--- src/rtl/mwis_pkg.sv ---
// Shared types and constants for the max-weight increasing subsequence block.
`timescale 1ns / 1ps

package mwis_pkg;

  localparam int NUM_HEIGHTS = 1024;
  localparam int SUM_W       = 48;
  localparam int HEIGHT_W    = 11;
  localparam int WEIGHT_W    = 32;

  // Fenwick tree node numbers run 1..NUM_HEIGHTS; memory address is node - 1
  localparam int ADDR_W  = $clog2(NUM_HEIGHTS);
  localparam int IDX_W   = $clog2(NUM_HEIGHTS + 1);
  localparam int WALK_W  = IDX_W + 1;

  // each entry carries the set number it was written in
  localparam int EPOCH_W = 8;
  localparam int MEM_W   = EPOCH_W + SUM_W;

  localparam logic [SUM_W-1:0]   SUM_MAX   = '1;
  localparam logic [EPOCH_W-1:0] EPOCH_MAX = '1;

  typedef struct packed {
    logic [HEIGHT_W-1:0] height;
    logic [WEIGHT_W-1:0] weight;
    logic                first_of_set;
  } mwis_in_t;

  typedef struct packed {
    logic [SUM_W-1:0] best_ending_here;
    logic [SUM_W-1:0] best_so_far;
  } mwis_out_t;

  // classified item handed from front to back
  typedef struct packed {
    logic                clear;
    logic [IDX_W-1:0]    query_idx;
    logic                do_upd;
    logic [IDX_W-1:0]    upd_idx;
    logic [WEIGHT_W-1:0] weight;
  } mwis_cmd_t;

  typedef enum logic [2:0] {
    ST_CLEAR,
    ST_IDLE,
    ST_QUERY,
    ST_ADD,
    ST_UPDATE,
    ST_DONE
  } mwis_state_e;

endpackage

--- src/rtl/mwis_front.sv ---
// Input side: accepts items, classifies them and queues them for the back end.
`timescale 1ns / 1ps

module mwis_front (
  input  logic               clk_i,
  input  logic               rst_ni,
  input  logic               in_valid_i,
  output logic               in_stall_o,
  input  mwis_pkg::mwis_in_t in_data_i,
  output logic               cmd_valid_o,
  output mwis_pkg::mwis_cmd_t cmd_o,
  input  logic               cmd_pop_i
);
  import mwis_pkg::*;

  mwis_cmd_t  cmd_new;
  mwis_cmd_t  slot_q [2];
  logic       wr_ptr_q, wr_ptr_d;
  logic       rd_ptr_q, rd_ptr_d;
  logic [1:0] count_q, count_d;
  logic       push, pop;
  logic       above_top;

  assign above_top = 32'(in_data_i.height) > NUM_HEIGHTS;

  // prefix query starts at height - 1, clamped to the top node; height zero has no prefix
  always_comb begin
    cmd_new.clear  = in_data_i.first_of_set;
    cmd_new.weight = in_data_i.weight;
    cmd_new.do_upd = (in_data_i.height != '0) && !above_top;
    cmd_new.upd_idx = IDX_W'(in_data_i.height);
    if (in_data_i.height == '0) begin
      cmd_new.query_idx = '0;
    end else if (above_top) begin
      cmd_new.query_idx = IDX_W'(NUM_HEIGHTS);
    end else begin
      cmd_new.query_idx = IDX_W'(in_data_i.height - HEIGHT_W'(1));
    end
  end

  assign in_stall_o  = (count_q == 2'd2);
  assign cmd_valid_o = (count_q != 2'd0);
  assign cmd_o       = slot_q[rd_ptr_q];

  assign push = in_valid_i && !in_stall_o;
  assign pop  = cmd_pop_i && cmd_valid_o;

  always_comb begin
    wr_ptr_d = push ? !wr_ptr_q : wr_ptr_q;
    rd_ptr_d = pop ? !rd_ptr_q : rd_ptr_q;
    count_d  = count_q + {1'b0, push} - {1'b0, pop};
  end

  always_ff @(posedge clk_i or negedge rst_ni) begin
    if (!rst_ni) begin
      wr_ptr_q <= 1'b0;
      rd_ptr_q <= 1'b0;
      count_q  <= 2'd0;
    end else begin
      wr_ptr_q <= wr_ptr_d;
      rd_ptr_q <= rd_ptr_d;
      count_q  <= count_d;
    end
  end

  always_ff @(posedge clk_i) begin
    if (push) begin
      slot_q[wr_ptr_q] <= cmd_new;
    end
  end

endmodule

--- config.mk ---
export PLATFORM = sky130hd
export DESIGN_NAME = mwis_front
export DESIGN_NICKNAME = d
export VERILOG_FILES = /design/src/rtl/mwis_pkg.sv /design/src/rtl/mwis_front.sv
export SDC_FILE = /design/constraint.sdc
export NUM_CORES = 1
export LEC_CHECK = 0
export BUFFER_PORTS_ARGS = -buffer_cell sky130_fd_sc_hd__buf_2
export CAP_MARGIN = 20
export CORE_MARGIN = 1
export CORE_UTILIZATION = 41
export DETAILED_ROUTE_END_ITERATION = 8
export PLACE_DENSITY = 0.69
export SYNTH_ARGS = -nofsm -noshare
export SYNTH_HDL_FRONTEND = slang
export SYNTH_SLANG_ARGS = --single-unit
--- constraint.sdc ---
create_clock -name clk_i -period 10.5 [get_ports clk_i]
set_input_delay 1.05 -clock clk_i [delete_from_list [all_inputs] [get_ports clk_i]]
set_output_delay 1.05 -clock clk_i [all_outputs]
set_load 0.01 [all_outputs]
==> flow_metrics.tcl, run 1 <==
set metrics [dict create \
    synth_edf_count 112 \
    ant_nets 0 \
    fin_nets 406 \
    die_w_um 107 \
    use_met3_pct 6.02 \
    synth_seq_cells 116 \
    dp_hpwl_mm 5.24 \
    r2r_cells 4 \
    drive_above_1_share_pct 53.7 \
    remaining_drc_errors 0 \
    via_count 2465 \
    gp_congestion 0.738 \
    cts_num_sinks 116 \
    routedWlPerCell_um 15.6 \
    final_common_cell "edfxtp_1" \
    synth_compound_area_share_pct 1.25 \
    yosys.area_share.simple_pct 3.80 \
    io_pins 106 \
    irDropWorstVdd_uv 147 \
    synth_area_um2 4510 \
    multi_input_area_um2 1000 \
    clkLatencyLatePin_ns 0.49 \
    power.leakage_uw 0.00216 \
    cts_root_buffer "clkbuf_8" \
    seqCellArea_um2 3460 \
    cts_buffer_depth 2 \
    overflow 0 \
    layout_common_cells "edfxtp_1 (112), buf_2 (105), mux2_2 (56)" \
    reg2reg_to "slot_q[0][16]$_DFFE_PP_" \
    layout.cells.non_filler 503 \
    maxCapViolCount 0 \
    end_kind "primary output" \
    p_switching_uw 449 \
    dp_slack_ns 7.48 \
    finalWorstSetupSlack_ns 7.15 \
    fin_setup_tns_ns 0 \
    yosysWarnings 0 \
    postCtsSetupBuffers 0 \
    antenna_found_initial 0 \
    fill_cells 879 \
    status "completed" \
    min_period_over_period_pct 31.9 \
    finalMaxSlewViolations 0 \
    syn2layout_area_growth_pct 27.8 \
    start_util_pct 42.9 \
    via_per_inst 4.90 \
    setup_viol 0 \
    clkPwrFrac_pct 32.9 \
    clk_pin_slew_worst_paths_ns 0.05 \
    swShare_pct 27.4 \
    avgSynthCellArea_um2 19.1 \
    route.final.wire_length_mm 7.86 \
    powerDensity_nw_per_um2 284 \
    cts_tree "yes" \
    r2r_slack_ns 8.34 \
    pwr-share-comb_pct 25.6 \
    totalPowerFinal_uw 1640 \
    ys_seq_area_share_pct 76.8 \
    antenna_cells 0 \
    hold_class "in2async" \
    port_buffers 105 \
    core_area_um2 10500 \
    yosysUniqueCellTypes 29 \
    die_area_um2 11400 \
    p_int_uw 1190 \
    grt_usage_pct 15.0 \
    ctsResizeCount 0 \
    grt_pass1_wl_mm 12.5 \
    dp_cells 472 \
    synth_top_family_by_area "multiplexers" \
    grtUsageMet1_pct 16.6 \
    start_kind "register" \
    skew_ns 0.00354 \
    timing.slew.headroom_pct 45.8 \
    worstPathArrival_ns 2.30 \
    syn_inst 236 \
    fp.dieH_um 107 \
    tightest_slew_ns 0.811 \
    grt_pass1_vias 2535 \
    seqPwrFrac_pct 41.5 \
    synth_top_flop_cell "edfxtp_1" \
    synthMuxAreaShare_pct 14.0 \
    synth_fp_nets 287 \
    fmax_mhz 299 \
    synth_fa_ha_area_share_pct 0.833 \
    synth-async-reset-ratio_pct 3.45 \
    fin_crit_ns 3.35 \
    critPathMaxFanout 34 \
    gr-usage-met2_pct 25.1 \
    drt_iter0_drc 78 \
    final-hold-violation-count 0 \
    grt_start_max_net_pins 35 \
    rsz0062_at_grt "false" \
    busiest_layer "met2" \
    cts_inserted_buffers 17 \
    synth-xor-area-share_pct 2.11 \
    htree_levels 4 \
    r2r_start "count_q[1]$_DFF_PN0_" \
    rows 37 \
    dr.pass1.iters 4 \
    path_class "reg2out" \
    crit_required_ns 9.45 \
    ctsHoldBuffers 0 \
]
## final cells by class
type                       instances  area share (%)
clock inverter                    12            2.41
tap                              136            2.95
inverter                           5           0.326
clock buffer                      19            7.32
timing repair buffer             108            9.51
multi-input combinational        107            17.4
sequential                       116            60.1
## logic make-up (layout without fill, tap and decap cells)
logic type / after synthesis / count (layout)
buffers and inverters: 13 / 144
multiplexers: 56 / 56
XOR/XNOR: 10 / 10
adder cells (fa/ha/maj): 3 / 3
AND/OR/NAND/NOR: 30 / 30
flip-flops: 116 / 116
AO/OA/AOI/OAI: 8 / 8
## power groups by stage
stage	clock (uW)	sequential (uW)	combinational (uW)
3_5_place_dp	0	691	430
4_1_cts	551	683	432
3_3_place_gp	0	684	427
2_1_floorplan	0	668	285
5_1_grt	573	691	460
6_report	539	679	420
## per-stage QoR
step | area (um2) | util, % | hold WS, ns
after detailed placement | 5200 | 49.5 | 0.492
after CTS | 5760 | 54.8 | 0.324
after floorplan | 4510 | - | 0.460
after global placement | 5200 | 49.5 | 0.478
final | 5760 | 54.8 | 0.354
after global routing | 5760 | 54.8 | 0.327
## synth_stat cells, drive strengths merged (3+ instances only)
master / n / area (um2)
ha: 3 / 37.5
xor2: 3 / 33.8
nand2b: 3 / 18.8
nor2: 12 / 45.0
mux2: 56 / 631
a21oi: 3 / 15.0
clkbuf: 6 / 22.5
dfrtp: 4 / 100
xnor2: 7 / 61.3
edfxtp: 112 / 3360
nor3: 3 / 15.0
inv: 5 / 18.8
nor4: 3 / 33.8
## per-layer routing
layer,wire length [um],share of wire (%)
met5,0,0
met4,91,1.2
met3,528,6.7
met2,4070,52
met1,3170,40
## worst max-delay path: stages, from the launching register on
cell,delay [ns]
dfrtp_2,0.72
buf_4,0.51
mux2_2,0.42
buf_2,0.15
## flip-flops by register name, summed over array words and instances (netlist names)
name	cells
slot_q	112
count_q	2
rd_ptr_q	1
wr_ptr_q	1
## worst max path at each step
stage,startpoint,slack (ns),end
4_1_cts,rd_ptr_q$_DFFE_PN0P_,7.05,cmd_o[49]
2_1_floorplan,in_valid_i,6.54,slot_q[0][0]$_DFFE_PP_
6_report,rd_ptr_q$_DFFE_PN0P_,7.15,cmd_o[49]
3_3_place_gp,in_data_i[33],7.52,slot_q[0][46]$_DFFE_PP_
3_5_place_dp,in_data_i[33],7.48,slot_q[0][49]$_DFFE_PP_
5_1_grt,rd_ptr_q$_DFFE_PN0P_,7.00,cmd_o[33]
No activity file was read; power rests on OpenSTA's default activity.
==> inputs of run 2 (changes only) <==
==> constraint.sdc (replaced) <==
create_clock -name clk_i -period 3.3 [get_ports clk_i]
set_input_delay 0.33 -clock clk_i [delete_from_list [all_inputs] [get_ports clk_i]]
set_output_delay 0.33 -clock clk_i [all_outputs]
set_load 0.01 [all_outputs]
==> run 2 against run 1 <==
  * Critical path depth unchanged
  * Global-route usage grew 0.45 points
  * Count of clock-buffer cells in the layout increased by 1
  * Cell area grew 4.5%
  * Clock power rose to 3.4 times the previous value
  * Total power grew to 3.3 times the previous value
  * Core utilization is 2.5 points higher
  * Largest cell class unchanged
  * Wire length rose by 4.9%
  * Clock skew increased by 0.0047 ns
  * Flip-flop and latch count stayed put
==> flow_metrics.tcl, run 2 (same netlist as run 1, synthesis figures left out) <==
set metrics [dict create \
    crit_required_ns 2.97 \
    clkLatencyLatePin_ns 0.50 \
    ctsHoldBuffers 14 \
    via_count 2517 \
    drt_iter0_drc 87 \
    remaining_drc_errors 0 \
    powerDensity_nw_per_um2 894 \
    tightest_slew_ns 0.725 \
    cts_buffer_depth 2 \
    final_common_cell "edfxtp_1" \
    fin_crit_ns 2.55 \
    postCtsSetupBuffers 0 \
    via_per_inst 4.79 \
    grt_start_max_net_pins 37 \
    clk_pin_slew_worst_paths_ns 0.06 \
    top_register "slot_q" \
    final_core_util_pct 57.3 \
    overflow 0 \
    skew_ns 0.00824 \
    route.final.wire_length_mm 8.25 \
    gp_congestion 0.728 \
    port_buffers 105 \
    dr.pass1.iters 6 \
    grt_pass1_wl_mm 12.9 \
    irDropWorstVdd_uv 411 \
    die_area_um2 11400 \
    end_kind "primary output" \
    routedWlPerCell_um 15.7 \
    maxCapViolCount 0 \
    fin_nets 427 \
    slowest_stage "dfrtp_2" \
    rsz0062_at_grt "false" \
    worstPathArrival_ns 2.22 \
    io_pins 106 \
    hold_class "in2reg" \
    drive_above_1_share_pct 50.9 \
    cts_root_buffer "clkbuf_8" \
    core_area_um2 10500 \
    antenna_cells 0 \
    ctsResizeCount 0 \
    htree_levels 4 \
    final-hold-violation-count 0 \
    ant_nets 0 \
    setup_viol 0 \
    timing.slew.headroom_pct 51.7 \
    fin_setup_tns_ns 0 \
    cp_cell_sequence "buf_4 -> mux2_2 -> buf_2" \
    fmax_mhz 392 \
    layout.cells.non_filler 525 \
    critPathMaxFanout 29 \
    critPathTopFamily "flip-flops" \
    hold_ws_ns 0.0279 \
    slowest_delay_ns 0.83 \
    status "completed" \
    start_kind "register" \
    layout_common_cells "edfxtp_1 (112), buf_2 (105), mux2_2 (56)" \
    fp.dieH_um 107 \
    start_util_pct 42.9 \
    critPathBufInv 2 \
    syn2layout_area_growth_pct 33.6 \
    min_period_over_period_pct 77.3 \
    top_regs "slot_q x112, count_q x2" \
    rows 37 \
    cts_num_sinks 116 \
    grt_usage_pct 15.5 \
    largest_reg_flops 112 \
    finalMaxSlewViolations 0 \
    power.leakage_uw 0.00227 \
    grt_pass1_vias 2598 \
    path_class "reg2out" \
    dp_hpwl_mm 5.21 \
    dp_cells 473 \
    antenna_found_initial 0 \
    die_w_um 107 \
    cts_inserted_buffers 17 \
    cts_tree "yes" \
]
## run 2: metal layers
metal,GRT usage [%],routed length (um)
met1,17.6,3500
met5,0,0
met2,26.2,4220
met3,5.29,455
met4,6.95,76
## run 2: worst register-to-register path, stage by stage (launching register included)
cell,delay (ns)
dfrtp_1,0.41
nand2b_1,0.12
nand2_1,0.15
nor2_4,0.56
buf_12,0.32
## run 2: through the flow
stage	area, um2	total power [uW]	setup WS [ns]
CTS	5960	5450	0.686
global route	6020	5640	0.589
global placement	5230	3570	1.04
detailed placement	5230	3610	0.996
finish	6020	5380	0.748
floorplan	4510	3030	0.829
## run 2: path summary, 6_finish.rpt
path	from	endpoint	slack, ns	cells past startpoint
min	in_data_i[32]	slot_q[0][31]$_DFFE_PP_	0.03	1
max in group asynchronous	rst_ni	rd_ptr_q$_DFFE_PN0P_	3.00	2
min in group asynchronous	rst_ni	count_q[0]$_DFF_PN0_	0.16	2
min reg2reg	count_q[1]$_DFF_PN0_	count_q[1]$_DFF_PN0_	0.54	1
max reg2reg	count_q[1]$_DFF_PN0_	slot_q[0][39]$_DFFE_PP_	1.42	4
max	rd_ptr_q$_DFFE_PN0P_	cmd_o[29]	0.75	3
## run 2: cell type report
cell class                 instances  area, um2
inverter                           5       18.8
clock buffer                      20        425
tap                              136        170
sequential                       116       3460
fill                             849       4490
clock inverter                    12        161
timing repair buffer             129        781
multi-input combinational        107       1000
## run 2: where the power goes
| group | switching [uW] | leakage [uW] | internal [uW] |
|---|---|---|---|
| Combinational | 714 | 0.000901 | 676 |
| Sequential | 155 | 0.00109 | 2020 |
| Clock | 603 | 0.000281 | 1210 |
==> inputs of run 3 (changes only) <==
==> constraint.sdc (replaced) <==
create_clock -name clk_i -period 2.6 [get_ports clk_i]
set_input_delay 0.26 -clock clk_i [delete_from_list [all_inputs] [get_ports clk_i]]
set_output_delay 0.26 -clock clk_i [all_outputs]
set_load 0.01 [all_outputs]
==> run 3 against run 2 <==
  * Total power rose by 20%
  * Global-route usage grew 0.28 points
  * Critical endpoint is now slot_q[1][49]$_DFFE_PP_
  * Sequential share of layout area decreased by 0.74 points
  * Clock skew decreased by 0.0026 ns
  * Critical path type is now in2reg
  * Non-clock buffer count grew 19
  * First-iteration DRC count increased by 46%
  * Setup slack lost 0.47 ns
==> flow_metrics.tcl, run 3 (same netlist as run 1, synthesis figures left out) <==
set metrics [dict create \
    worstPathArrival_ns 2.56 \
    maxCapViolCount 0 \
    gr-usage-met2_pct 27.2 \
    finalMaxSlewViolations 0 \
    skew_ns 0.00563 \
    drive_above_1_share_pct 48.1 \
    busiest_layer "met2" \
    postCtsSetupBuffers 0 \
    route.final.wire_length_mm 8.43 \
    port_buffers 105 \
    fin_nets 446 \
    pwr-share-comb_pct 28.8 \
    htree_levels 4 \
    critPathTopFamily "simple AND/OR/NAND/NOR gates" \
    p_switching_uw 1820 \
    start_kind "input pin" \
    via_count 2575 \
    setup_viol 0 \
    dp_hpwl_mm 5.00 \
    swShare_pct 28.1 \
    use_met3_pct 5.59 \
    critPathBufInv 3 \
    drt_iter0_drc 127 \
    final_common_cell "edfxtp_1" \
    start_util_pct 42.9 \
    tightest_slew_ns 0.531 \
    p_int_uw 4650 \
    grt_pass1_vias 2664 \
    grt_usage_pct 15.7 \
    crit_required_ns 2.84 \
    io_pins 106 \
    ant_nets 0 \
    ctsResizeCount 0 \
    antenna_found_initial 0 \
    power.leakage_uw 0.00231 \
    fin_setup_tns_ns 0 \
    gp_congestion 0.722 \
    hold_class "in2reg" \
    dr.pass1.iters 4 \
    syn2layout_area_growth_pct 35.3 \
    path_class "in2reg" \
    fin_crit_ns 2.32 \
    clkLatencyLatePin_ns 0.51 \
    cts_buffer_depth 2 \
    clkPwrFrac_pct 30.0 \
    slowest_stage "or4b_1" \
    cts_root_buffer "clkbuf_8" \
    end_kind "register" \
    status "completed" \
    cp_cell_sequence "dlygate4sd3_1 -> buf_2 -> inv_1 -> ha_1 -> or4b_1 -> nor4_4 -> xor2_2 -> nor2_1" \
    cts_num_sinks 116 \
    ctsHoldBuffers 38 \
    top_regs "slot_q x112, count_q x2" \
    clk_pin_slew_worst_paths_ns 0.05 \
    antenna_cells 0 \
    critPathMaxFanout 7 \
    grtUsageMet1_pct 17.1 \
    layout_common_cells "edfxtp_1 (112), buf_2 (105), mux2_2 (56)" \
    seqPwrFrac_pct 41.2 \
    grt_pass1_wl_mm 13.0 \
    timing.slew.headroom_pct 64.6 \
    top_register "slot_q" \
    fp.dieH_um 107 \
    finalWorstSetupSlack_ns 0.279 \
    dp_slack_ns 0.340 \
    min_period_over_period_pct 89.3 \
    die_area_um2 11400 \
    final-hold-violation-count 0 \
    slowest_delay_ns 0.61 \
    remaining_drc_errors 0 \
    cts_inserted_buffers 17 \
    routedWlPerCell_um 15.6 \
    via_per_inst 4.76 \
    fmax_mhz 431 \
    core_area_um2 10500 \
    powerDensity_nw_per_um2 1060 \
    rows 37 \
    die_w_um 107 \
    cts_tree "yes" \
    irDropWorstVdd_uv 511 \
    grt_start_max_net_pins 39 \
    overflow 0 \
    rsz0062_at_grt "false" \
    largest_reg_flops 112 \
]
## run 3: cell count changes in the layout (fill, tap and decap cells not counted)
| cell | delta |
|---|---|
| clkinvlp_4 | -2 |
| clkbuf_1 | -1 |
| clkinv_2 | +1 |
| buf_4 | +2 |
| clkinv_1 | +2 |
| bufinv_16 | -3 |
| dlygate4sd3_1 | +18 |
| buf_12 | -1 |
## run 3: per-layer routing
metal | vias up | wire length [um]
met5 | - | 0
met2 | 79 | 4360
met1 | 1255 | 3500
met3 | 8 | 482
li1 | 1233 | -
met4 | 0 | 90
## run 3: path summary, 6_finish.rpt
kind / startpoint / end / slack [ns] / cells past startpoint
worst max-delay path: in_data_i[33] / slot_q[1][49]$_DFFE_PP_ / 0.28 / 8
worst min-delay path: in_data_i[36] / slot_q[1][35]$_DFFE_PP_ / 0.03 / 1
worst max register to register: count_q[1]$_DFF_PN0_ / count_q[1]$_DFF_PN0_ / 0.84 / 7
worst min register to register: count_q[1]$_DFF_PN0_ / count_q[1]$_DFF_PN0_ / 0.49 / 1
max in group asynchronous: rst_ni / rd_ptr_q$_DFFE_PN0P_ / 2.37 / 2
min in group asynchronous: rst_ni / count_q[0]$_DFF_PN0_ / 0.10 / 2
## run 3: cell type report
class	count	area [um2]
Tap cell	136	170
Sequential cell	116	3460
Inverter	5	18.8
Fill cell	822	4410
Clock inverter	10	68.8
Timing Repair Buffer	148	956
Clock buffer	19	422
Multi-Input combinational cell	107	1000
## run 3: worst reg2reg max path, stage by stage, from the launching register on
cell and delay (ns):
dfrtp_1 0.40, or2_2 0.31, and2_1 0.19, ha_1 0.28, inv_1 0.04, ha_1 0.18
xnor2_1 0.16, xnor2_1 0.13
## run 3: through the flow
stage	instance area [um2]	std cells	util [%]	hold WS [ns]	power (uW)
floorplan	4510	236	-	-0.0356	3840
global placement	5230	474	49.8	0.0712	4520
detailed placement	5230	474	49.8	0.0756	4550
CTS	6100	541	58.0	0.00447	6580
global route	6100	541	58.0	0.0126	6820
finish	6100	541	58.0	0.0341	6470
## run 3: power groups by stage
stage / clock [uW] / sequential [uW] / combinational [uW]
after floorplan: 0 / 2690 / 1150
after global placement: 0 / 2680 / 1840
after detailed placement: 0 / 2700 / 1850
after CTS: 2000 / 2670 / 1910
after global routing: 2080 / 2700 / 2030
final: 1940 / 2670 / 1860
